File: config.mk
export PLATFORM = sky130hd
export DESIGN_NAME = hid_keyboard_report_builder
export DESIGN_NICKNAME = d
export VERILOG_FILES = /design/src/hw/rtl/hkrb_pkg.sv /design/src/hw/rtl/hid_keyboard_report_builder.sv
export SDC_FILE = /design/constraint.sdc
export NUM_CORES = 1
export LEC_CHECK = 0
export ABC_AREA = 1
export BUFFER_PORTS_ARGS = -buffer_cell sky130_fd_sc_hd__buf_2
export CORE_AREA = 3 3 293 368
export CTS_CLUSTER_SIZE = 10
export DETAILED_ROUTE_END_ITERATION = 8
export DIE_AREA = 0 0 296 371
export PLACE_DENSITY_LB_ADDON = 0.1
export SLEW_MARGIN = 20
export SYNTH_ARGS = -nofsm -noshare
export SYNTH_HDL_FRONTEND = slang
export SYNTH_SLANG_ARGS = --single-unit
File: constraint.sdc
create_clock -name clk -period 5.65 [get_ports clk]
set_input_delay 1.13 -clock clk [delete_from_list [all_inputs] [get_ports clk]]
set_output_delay 1.13 -clock clk [all_outputs]
set_load 0.05 [all_outputs]
File: src/hw/rtl/hkrb_pkg.sv
// Shared types and constants for the keyboard report builder.
// No dependencies; imported by hid_keyboard_report_builder.
package hkrb_pkg;

    localparam int KEY_SLOT_COUNT = 6;
    localparam int SHOWN_SLOTS    = 6;
    localparam int LAYOUT_DEPTH   = 128;
    localparam int LAYOUT_AW      = $clog2(LAYOUT_DEPTH);
    localparam int APB_AW         = 3;
    localparam int APB_DW         = 32;

    // request kinds
    localparam logic [2:0] KIND_PRESS       = 3'd0;
    localparam logic [2:0] KIND_RELEASE     = 3'd1;
    localparam logic [2:0] KIND_TYPE        = 3'd2;
    localparam logic [2:0] KIND_RELEASE_ALL = 3'd3;
    localparam logic [2:0] KIND_LAYOUT      = 3'd4;

    // register index (paddr bit 2)
    localparam logic REG_ISO_REPLACE = 1'b0;
    localparam logic REG_ISO_EXTRA   = 1'b1;

    localparam logic [5:0] ISO_REPLACE_RESET = 6'd50;
    localparam logic [7:0] ISO_EXTRA_RESET   = 8'd100;

    localparam logic [7:0] MOD_KEY_FIRST  = 8'hE0;
    localparam logic [7:0] MOD_KEY_END    = 8'hE8;
    localparam logic [7:0] RAW_BASE       = 8'h88;
    localparam logic [7:0] MOD_CODE_BASE  = 8'h80;
    localparam logic [7:0] KEY_LIMIT      = 8'hA5;
    localparam logic [7:0] ALTGR_BIT      = 8'h40;
    localparam logic [7:0] SHIFT_BIT      = 8'h02;
    localparam logic [7:0] ALTGR_KEY_MASK = 8'h3F;
    localparam logic [7:0] SHIFT_KEY_MASK = 8'h7F;

    typedef struct packed {
        logic [2:0] kind;
        logic [7:0] code;
        logic [7:0] entry_value;
    } key_req_t;

    typedef struct packed {
        logic [7:0] modifier_bits;
        logic [7:0] slot_key_a;
        logic [7:0] slot_key_b;
        logic [7:0] slot_key_c;
        logic [7:0] slot_key_d;
        logic [7:0] slot_key_e;
        logic [7:0] slot_key_f;
        logic       from_release;
        logic       last_of_run;
    } key_report_t;

endpackage

File: src/hw/rtl/hid_keyboard_report_builder.sv
// Keyboard report builder: six-slot report plus modifier byte, layout table in RAM.
// Depends on hkrb_pkg.
// A request is registered in the working stage, then its report goes to the output
// register. Throughput: one request per cycle while the output is not stalled; a type
// request does a press half, then a release half: one report per cycle at most.
// Reset: slots, modifier byte and layout valid bits clear at once, the
// registers take their reset values; no clearing pass is needed.
module hid_keyboard_report_builder
(
    input  logic                         clk,
    input  logic                         rst_n,
    input  logic                         in_valid,
    output logic                         in_stall,
    input  hkrb_pkg::key_req_t           in_data,
    output logic                         out_valid,
    input  logic                         out_stall,
    output hkrb_pkg::key_report_t        out_data,
    input  logic                         psel,
    input  logic                         penable,
    input  logic                         pwrite,
    input  logic [hkrb_pkg::APB_AW-1:0]  paddr,
    input  logic [hkrb_pkg::APB_DW-1:0]  pwdata,
    output logic [hkrb_pkg::APB_DW-1:0]  prdata,
    output logic                         pready
);
    import hkrb_pkg::*;

    // configuration
    logic [5:0] iso_replace_reg;
    logic [7:0] iso_extra_reg;

    // layout memory and per-entry valid bits
    logic [7:0]           layout_mem [LAYOUT_DEPTH];
    logic [LAYOUT_DEPTH-1:0] entry_valid_reg;
    logic [7:0]           rd_data_reg;
    logic                 rd_valid_reg;

    // working stage
    logic                 s1_valid_reg;
    logic [2:0]           s1_kind_reg;
    logic [7:0]           s1_code_reg;
    logic                 phase_reg;

    // report state
    logic [7:0]           slots_reg [KEY_SLOT_COUNT];
    logic [7:0]           mod_reg;

    // output register
    logic                 out_valid_reg;
    key_report_t          out_reg;

    logic                 accept;
    logic [LAYOUT_AW-1:0] rd_addr;
    logic                 key_kind;
    logic                 clear_kind;
    logic                 pressing;
    logic                 last_half;
    logic                 out_free;
    logic                 do_half;
    logic                 s1_done;
    logic [7:0]           entry;
    logic [7:0]           slots_next [KEY_SLOT_COUNT];
    logic [7:0]           mod_next;
    logic                 hit;
    logic [7:0]           shown [SHOWN_SLOTS];

    assign pready = 1'b1;

    always_ff @(posedge clk or negedge rst_n)
    begin
        if (!rst_n)
        begin
            iso_replace_reg <= ISO_REPLACE_RESET;
            iso_extra_reg   <= ISO_EXTRA_RESET;
        end
        else if (psel && penable && pwrite)
        begin
            case (paddr[2])
                REG_ISO_REPLACE: iso_replace_reg <= pwdata[5:0];
                REG_ISO_EXTRA:   iso_extra_reg   <= pwdata[7:0];
                default:         ;
            endcase
        end
    end

    always_comb
    begin
        case (paddr[2])
            REG_ISO_REPLACE: prdata = {{(APB_DW-6){1'b0}}, iso_replace_reg};
            REG_ISO_EXTRA:   prdata = {{(APB_DW-8){1'b0}}, iso_extra_reg};
            default:         prdata = '0;
        endcase
    end

    assign key_kind   = (s1_kind_reg == KIND_PRESS) || (s1_kind_reg == KIND_RELEASE)
                        || (s1_kind_reg == KIND_TYPE);
    assign clear_kind = (s1_kind_reg == KIND_RELEASE_ALL);
    assign pressing   = (s1_kind_reg == KIND_PRESS)
                        || ((s1_kind_reg == KIND_TYPE) && !phase_reg);
    assign last_half  = (s1_kind_reg != KIND_TYPE) || phase_reg;
    assign out_free   = !out_valid_reg || !out_stall;
    assign do_half    = s1_valid_reg && (key_kind || clear_kind) && out_free;
    assign s1_done    = s1_valid_reg
                        && (!(key_kind || clear_kind) || (out_free && last_half));
    assign in_stall   = s1_valid_reg && !s1_done;
    assign accept     = in_valid && !in_stall;
    assign rd_addr    = in_data.code[LAYOUT_AW-1:0];
    assign entry      = rd_valid_reg ? rd_data_reg : 8'h00;

    // layout table: written by an accepted layout request, read registered at every accept
    always_ff @(posedge clk)
    begin
        if (accept && (in_data.kind == KIND_LAYOUT) && !in_data.code[7])
        begin
            layout_mem[rd_addr] <= in_data.entry_value;
        end
        if (accept)
        begin
            rd_data_reg <= layout_mem[rd_addr];
        end
    end

    always_ff @(posedge clk or negedge rst_n)
    begin
        if (!rst_n)
        begin
            entry_valid_reg <= '0;
            rd_valid_reg    <= 1'b0;
        end
        else if (accept)
        begin
            if ((in_data.kind == KIND_LAYOUT) && !in_data.code[7])
            begin
                entry_valid_reg[rd_addr] <= 1'b1;
            end
            rd_valid_reg <= entry_valid_reg[rd_addr];
        end
    end

    // one press or release half, or a release-all clear, against the current report
    always_comb
    begin
        logic [7:0] key;
        logic [7:0] mbit;
        logic       have_key;
        logic       found;
        logic       placed;

        mod_next   = mod_reg;
        slots_next = slots_reg;
        hit        = 1'b0;
        key        = 8'h00;
        mbit       = 8'h00;
        have_key   = 1'b0;
        found      = 1'b0;
        placed     = 1'b0;

        if (clear_kind)
        begin
            mod_next = 8'h00;
            for (int i = 0; i < KEY_SLOT_COUNT; i++)
            begin
                slots_next[i] = 8'h00;
            end
            hit = 1'b1;
        end
        else
        begin
            if ((s1_code_reg >= MOD_KEY_FIRST) && (s1_code_reg < MOD_KEY_END))
            begin
                key      = s1_code_reg;
                have_key = 1'b1;
            end
            else if (s1_code_reg >= RAW_BASE)
            begin
                key      = s1_code_reg - RAW_BASE;
                have_key = 1'b1;
            end
            else if (s1_code_reg >= MOD_CODE_BASE)
            begin
                mbit     = 8'b1 << s1_code_reg[2:0];
                mod_next = pressing ? (mod_next | mbit) : (mod_next & ~mbit);
            end
            else if (entry != 8'h00)
            begin
                if ((entry & 8'hC0) == 8'hC0)
                begin
                    mbit = ALTGR_BIT;
                    key  = entry & ALTGR_KEY_MASK;
                end
                else if (entry[7])
                begin
                    mbit = SHIFT_BIT;
                    key  = entry & SHIFT_KEY_MASK;
                end
                else
                begin
                    key = entry;
                end
                mod_next = pressing ? (mod_next | mbit) : (mod_next & ~mbit);
                if (key == {2'b00, iso_replace_reg})
                begin
                    key = iso_extra_reg;
                end
                have_key = 1'b1;
            end

            if (have_key)
            begin
                if ((key >= MOD_KEY_FIRST) && (key < MOD_KEY_END))
                begin
                    mbit     = 8'b1 << key[2:0];
                    mod_next = pressing ? (mod_next | mbit) : (mod_next & ~mbit);
                    hit      = 1'b1;
                end
                else if ((key != 8'h00) && (key < KEY_LIMIT))
                begin
                    if (pressing)
                    begin
                        for (int i = 0; i < KEY_SLOT_COUNT; i++)
                        begin
                            if (slots_reg[i] == key)
                            begin
                                found = 1'b1;
                            end
                        end
                        // take the first empty slot
                        for (int i = 0; i < KEY_SLOT_COUNT; i++)
                        begin
                            if (!found && !placed && (slots_reg[i] == 8'h00))
                            begin
                                slots_next[i] = key;
                                placed        = 1'b1;
                            end
                        end
                        hit = found || placed;
                    end
                    else
                    begin
                        for (int i = 0; i < KEY_SLOT_COUNT; i++)
                        begin
                            if (slots_reg[i] == key)
                            begin
                                slots_next[i] = 8'h00;
                            end
                        end
                        hit = 1'b1;
                    end
                end
            end
        end
    end

    for (genvar gi = 0; gi < SHOWN_SLOTS; gi++)
    begin : g_shown
        if (gi < KEY_SLOT_COUNT)
        begin : g_slot
            assign shown[gi] = slots_next[gi];
        end
        else
        begin : g_none
            assign shown[gi] = 8'h00;
        end
    end

    always_ff @(posedge clk or negedge rst_n)
    begin
        if (!rst_n)
        begin
            s1_valid_reg  <= 1'b0;
            phase_reg     <= 1'b0;
            mod_reg       <= 8'h00;
            out_valid_reg <= 1'b0;
            for (int i = 0; i < KEY_SLOT_COUNT; i++)
            begin
                slots_reg[i] <= 8'h00;
            end
        end
        else
        begin
            if (accept)
            begin
                s1_valid_reg <= 1'b1;
            end
            else if (s1_done)
            begin
                s1_valid_reg <= 1'b0;
            end

            if (do_half)
            begin
                mod_reg   <= mod_next;
                slots_reg <= slots_next;
                phase_reg <= !last_half;
            end

            if (do_half && hit)
            begin
                out_valid_reg <= 1'b1;
            end
            else if (!out_stall)
            begin
                out_valid_reg <= 1'b0;
            end
        end
    end

    always_ff @(posedge clk)
    begin
        if (accept)
        begin
            s1_kind_reg <= in_data.kind;
            s1_code_reg <= in_data.code;
        end
        if (do_half && hit)
        begin
            out_reg.modifier_bits <= mod_next;
            out_reg.slot_key_a    <= shown[0];
            out_reg.slot_key_b    <= shown[1];
            out_reg.slot_key_c    <= shown[2];
            out_reg.slot_key_d    <= shown[3];
            out_reg.slot_key_e    <= shown[4];
            out_reg.slot_key_f    <= shown[5];
            out_reg.from_release  <= !pressing;
            out_reg.last_of_run   <= last_half;
        end
    end

    assign out_valid = out_valid_reg;
    assign out_data  = out_reg;

endmodule

==> results.py <==
metrics = {
    "synthesis": {
        "syn_inst": 4023,
        "yosys_most_used_dff": "edfxtp_1",
        "synth_top_family_by_area": "simple AND/OR/NAND/NOR gates",
        "syn_area_um2": 52200,
        "yosys_warnings": 0,
        "synthMuxAreaShare_pct": 0.0216,
        "synth-adder-area-share_pct": 0.0720,
        "synth_cell_type_count": 61,
        "synth-simple-area-share_pct": 12.2,
        "async_flop_share_pct": 15.5,
        "yosysSeqAreaShare_pct": 73.1,
        "synth_edf_count": 1101,
        "ys_seq_elements": 1303,
        "synth_compound_area_share_pct": 10.7,
        "synth_area_per_cell_um2": 13.0,
        "synth_xor_area_share_pct": 0.182,
    },
    "floorplanning": {
        "pin_count": 154,
        "chipWidth_um": 296,
        "initial_utilization_pct": 49.8,
        "dieHeight_um": 371,
        "core_area_um2": 105000,
        "rows": 133,
        "dieArea_um2": 110000,
    },
    "cells_and_area": {
        "finalNetCount": 4261,
        "largest_register_ffs": 1024,
        "drive_gt1_share_pct": 13.5,
        "fillers": 8522,
        "syn2layout_area_growth_pct": 13.4,
        "final_area_um2": 59100,
        "final_cell_mix": "1101 x edfxtp_1, 810 x nand2_1, 216 x nor2_1",
        "final_common_cell": "edfxtp_1",
        "utilization_pct": 56.5,
    },
    "global_routing": {
        "grt_max_degree": 104,
        "antenna_found_initial": 2,
        "grt_pass1_vias": 33500,
        "grt.overflow.total": 0,
        "grt_pass1_wl_um": 223000,
        "track_usage_pct": 27.7,
    },
    "sta": {
        "rsz0062_at_grt": "no",
        "min_period_over_period_pct": 84.9,
        "slew-limit-headroom_pct": 24.8,
        "tightest_slew_ns": 1.12,
        "finalMaxSlewViolations": 0,
        "finalSetupViolCount": 0,
        "fin_crit_ns": 4.80,
        "finClkSkew_ns": 0.0229,
        "hold_violations": 0,
        "hold-worst-slack_ns": 0.449,
        "fmax_ghz": 0.208,
        "fin_tns_setup_ns": 0,
    },
    "setup_path": {
        "path_class": "reg -> reg",
        "worstPathRequired_ns": 6.11,
        "crit_slowest_cell": "dfrtp_1",
        "endpoint_kind": "register",
        "path_common_cell": "nand2_1",
        "critPathMaxStageDelay_ns": 0.84,
        "worstSetupStartpointType": "register",
        "cp_data_arrival_time_ns": 5.26,
        "critPathBufInv": 3,
        "cp_top_family": "simple AND/OR/NAND/NOR gates",
        "path_cells": "nand2_1 > nand2_1 > nand2_2 > nor2_4 > nand3_4 > nand2_1 > nand3_2 > nand2_2 > buf_4 > xor2_1 > nor2_1 > nand3_1 > nand2_2 > nor2_4 > nand2_2 > nor2_4 > nand3_1 > nor2_4 > nand2_1 > nand2_1 > nand3_1 > nand2_1 > inv_2 > buf_4",
        "crit_fanout": 34,
    },
    "routing": {
        "via_per_inst": 6.00,
        "wl_um": 150000,
        "ant_nets": 0,
        "dr.pass1.iters": 7,
        "detail_route.wl_per_cell_um": 26.6,
        "drcViolationCount": 0,
        "vias": 34000,
        "drt_iter0_markers": 2796,
    },
    "pwr": {
        "power_density_nw_per_um2": 393,
        "p_total_mw": 23.2,
        "ir_drop_uv": 318,
        "leakage_nw": 21.6,
    },
    "clock_tree": {
        "clkTransAtPathRegs_ns": 0.05,
        "cts.sinks": 1303,
        "root_buffer": "clkbuf_16",
        "cts_hold_buf": 0,
        "h-tree-depth": 4,
        "cts_buffers": 150,
        "clkLatencyLatePin_ns": 0.76,
        "ctsResizeCount": 0,
        "cts_tree": "yes",
        "cts_max_path_buffers": 3,
        "cts_setup_buffers": 0,
    },
    "status": {
        "status": "finished, final reports clean",
    },
    "place": {
        "placement.io_buffers": 102,
        "place.gp.congestion": 0.926,
        "postPlaceCellArea_um2": 54700,
        "dp_hpwl_um": 93200,
    },
    "job": {
        "drv_cap": 0,
    },
    "hold_path": {
        "hold_class": "in -> async",
    },
}
==> worst reg2reg max path: stages, from the launching register on <==
cell and delay, ns:
dfrtp_1 0.84, nand2_1 0.27, nand2_1 0.13, nand2_2 0.10
nor2_4 0.15, nand3_4 0.11, nand2_1 0.09, nand3_2 0.23
nand2_2 0.28, buf_4 0.21, xor2_1 0.16, nor2_1 0.06
nand3_1 0.24, nand2_2 0.11, nor2_4 0.17, nand2_2 0.11
nor2_4 0.13, nand3_1 0.21, nor2_4 0.26, nand2_1 0.08
nand2_1 0.06, nand3_1 0.06, nand2_1 0.13, inv_2 0.05
buf_4 0.25
==> synth_stat cells (14+ instances only) <==
| library cell | n | area [um^2] |
|---|---|---|
| nand4_1 | 135 | 845 |
| nand2_2 | 20 | 125 |
| nand3_1 | 142 | 711 |
| clkbuf_1 | 159 | 597 |
| a31oi_1 | 18 | 113 |
| o21ai_1 | 27 | 135 |
| a22oi_1 | 164 | 1230 |
| a221oi_1 | 128 | 1120 |
| nor2_1 | 219 | 822 |
| a21oi_1 | 122 | 611 |
| buf_1 | 39 | 146 |
| o21ai_0 | 157 | 786 |
| a22o_1 | 106 | 928 |
| dfrtp_1 | 196 | 4900 |
| buf_4 | 26 | 195 |
| edfxtp_1 | 1101 | 33100 |
| inv_1 | 199 | 747 |
| o22ai_1 | 27 | 169 |
| inv_2 | 15 | 56.3 |
| or2_2 | 61 | 382 |
| nand2_1 | 810 | 3040 |
| a21oi_2 | 14 | 123 |
==> per-stage QoR <==
step,instances,worst slack (ns)
floorplan,4046,1.33
global placement,5395,0.963
detailed placement,5395,0.972
CTS,5659,0.965
global route,5659,0.505
finish,5661,0.854
==> cells by family after synthesis <==
family	Yosys count
mux	1
simple gates	1441
fa+ha+maj	3
buf+inv	458
flops	1303
compound gates	805
other cells	2
xor+xnor	10
==> power by group <==
part           switching [mW]  internal, mW
Combinational            2.46         0.881
Clock                    3.69          5.10
Sequential              0.263          10.8
Total                    6.42          16.8
==> area by class of cell <==
type	count	area (um^2)	share of cell area, %
Sequential cell	1303	38100	64.5
Multi-Input combinational cell	2285	12300	20.8
Clock buffer	252	4250	7.19
Timing Repair Buffer	239	1810	3.06
Tap cell	1350	1690	2.86
Inverter	218	821	1.39
Clock inverter	12	135	0.229
Antenna cell	2	5.00	0.00846
==> per-layer routing <==
| layer | share of wire [%] | track usage (%) |
|---|---|---|
| met1 | 39 | 35.4 |
| met4 | 4.1 | 10.4 |
| met5 | 0 | 0 |
| met2 | 50 | 47.4 |
| met3 | 6.6 | 4.98 |
==> worst paths after layout <==
path / slack (ns) / cells past startpoint / from / to
worst max register to register: 0.85 / 24 / rd_valid_reg$_DFFE_PN0P_ / out_data[37]$_DFFE_PP_
max in group asynchronous: 4.02 / 2 / rst_n / entry_valid_reg[74]$_DFFE_PN0P_
worst min register to register: 0.46 / 2 / entry_valid_reg[112]$_DFFE_PN0P_ / entry_valid_reg[112]$_DFFE_PN0P_
min in group clk: 0.46 / 2 / entry_valid_reg[112]$_DFFE_PN0P_ / entry_valid_reg[112]$_DFFE_PN0P_
worst min-delay path: 0.45 / 1 / rst_n / slots_reg[38]$_DFFE_PN0P_
worst max-delay path: 0.85 / 24 / rd_valid_reg$_DFFE_PN0P_ / out_data[37]$_DFFE_PP_
No activity file was read; power rests on OpenSTA's default activity.
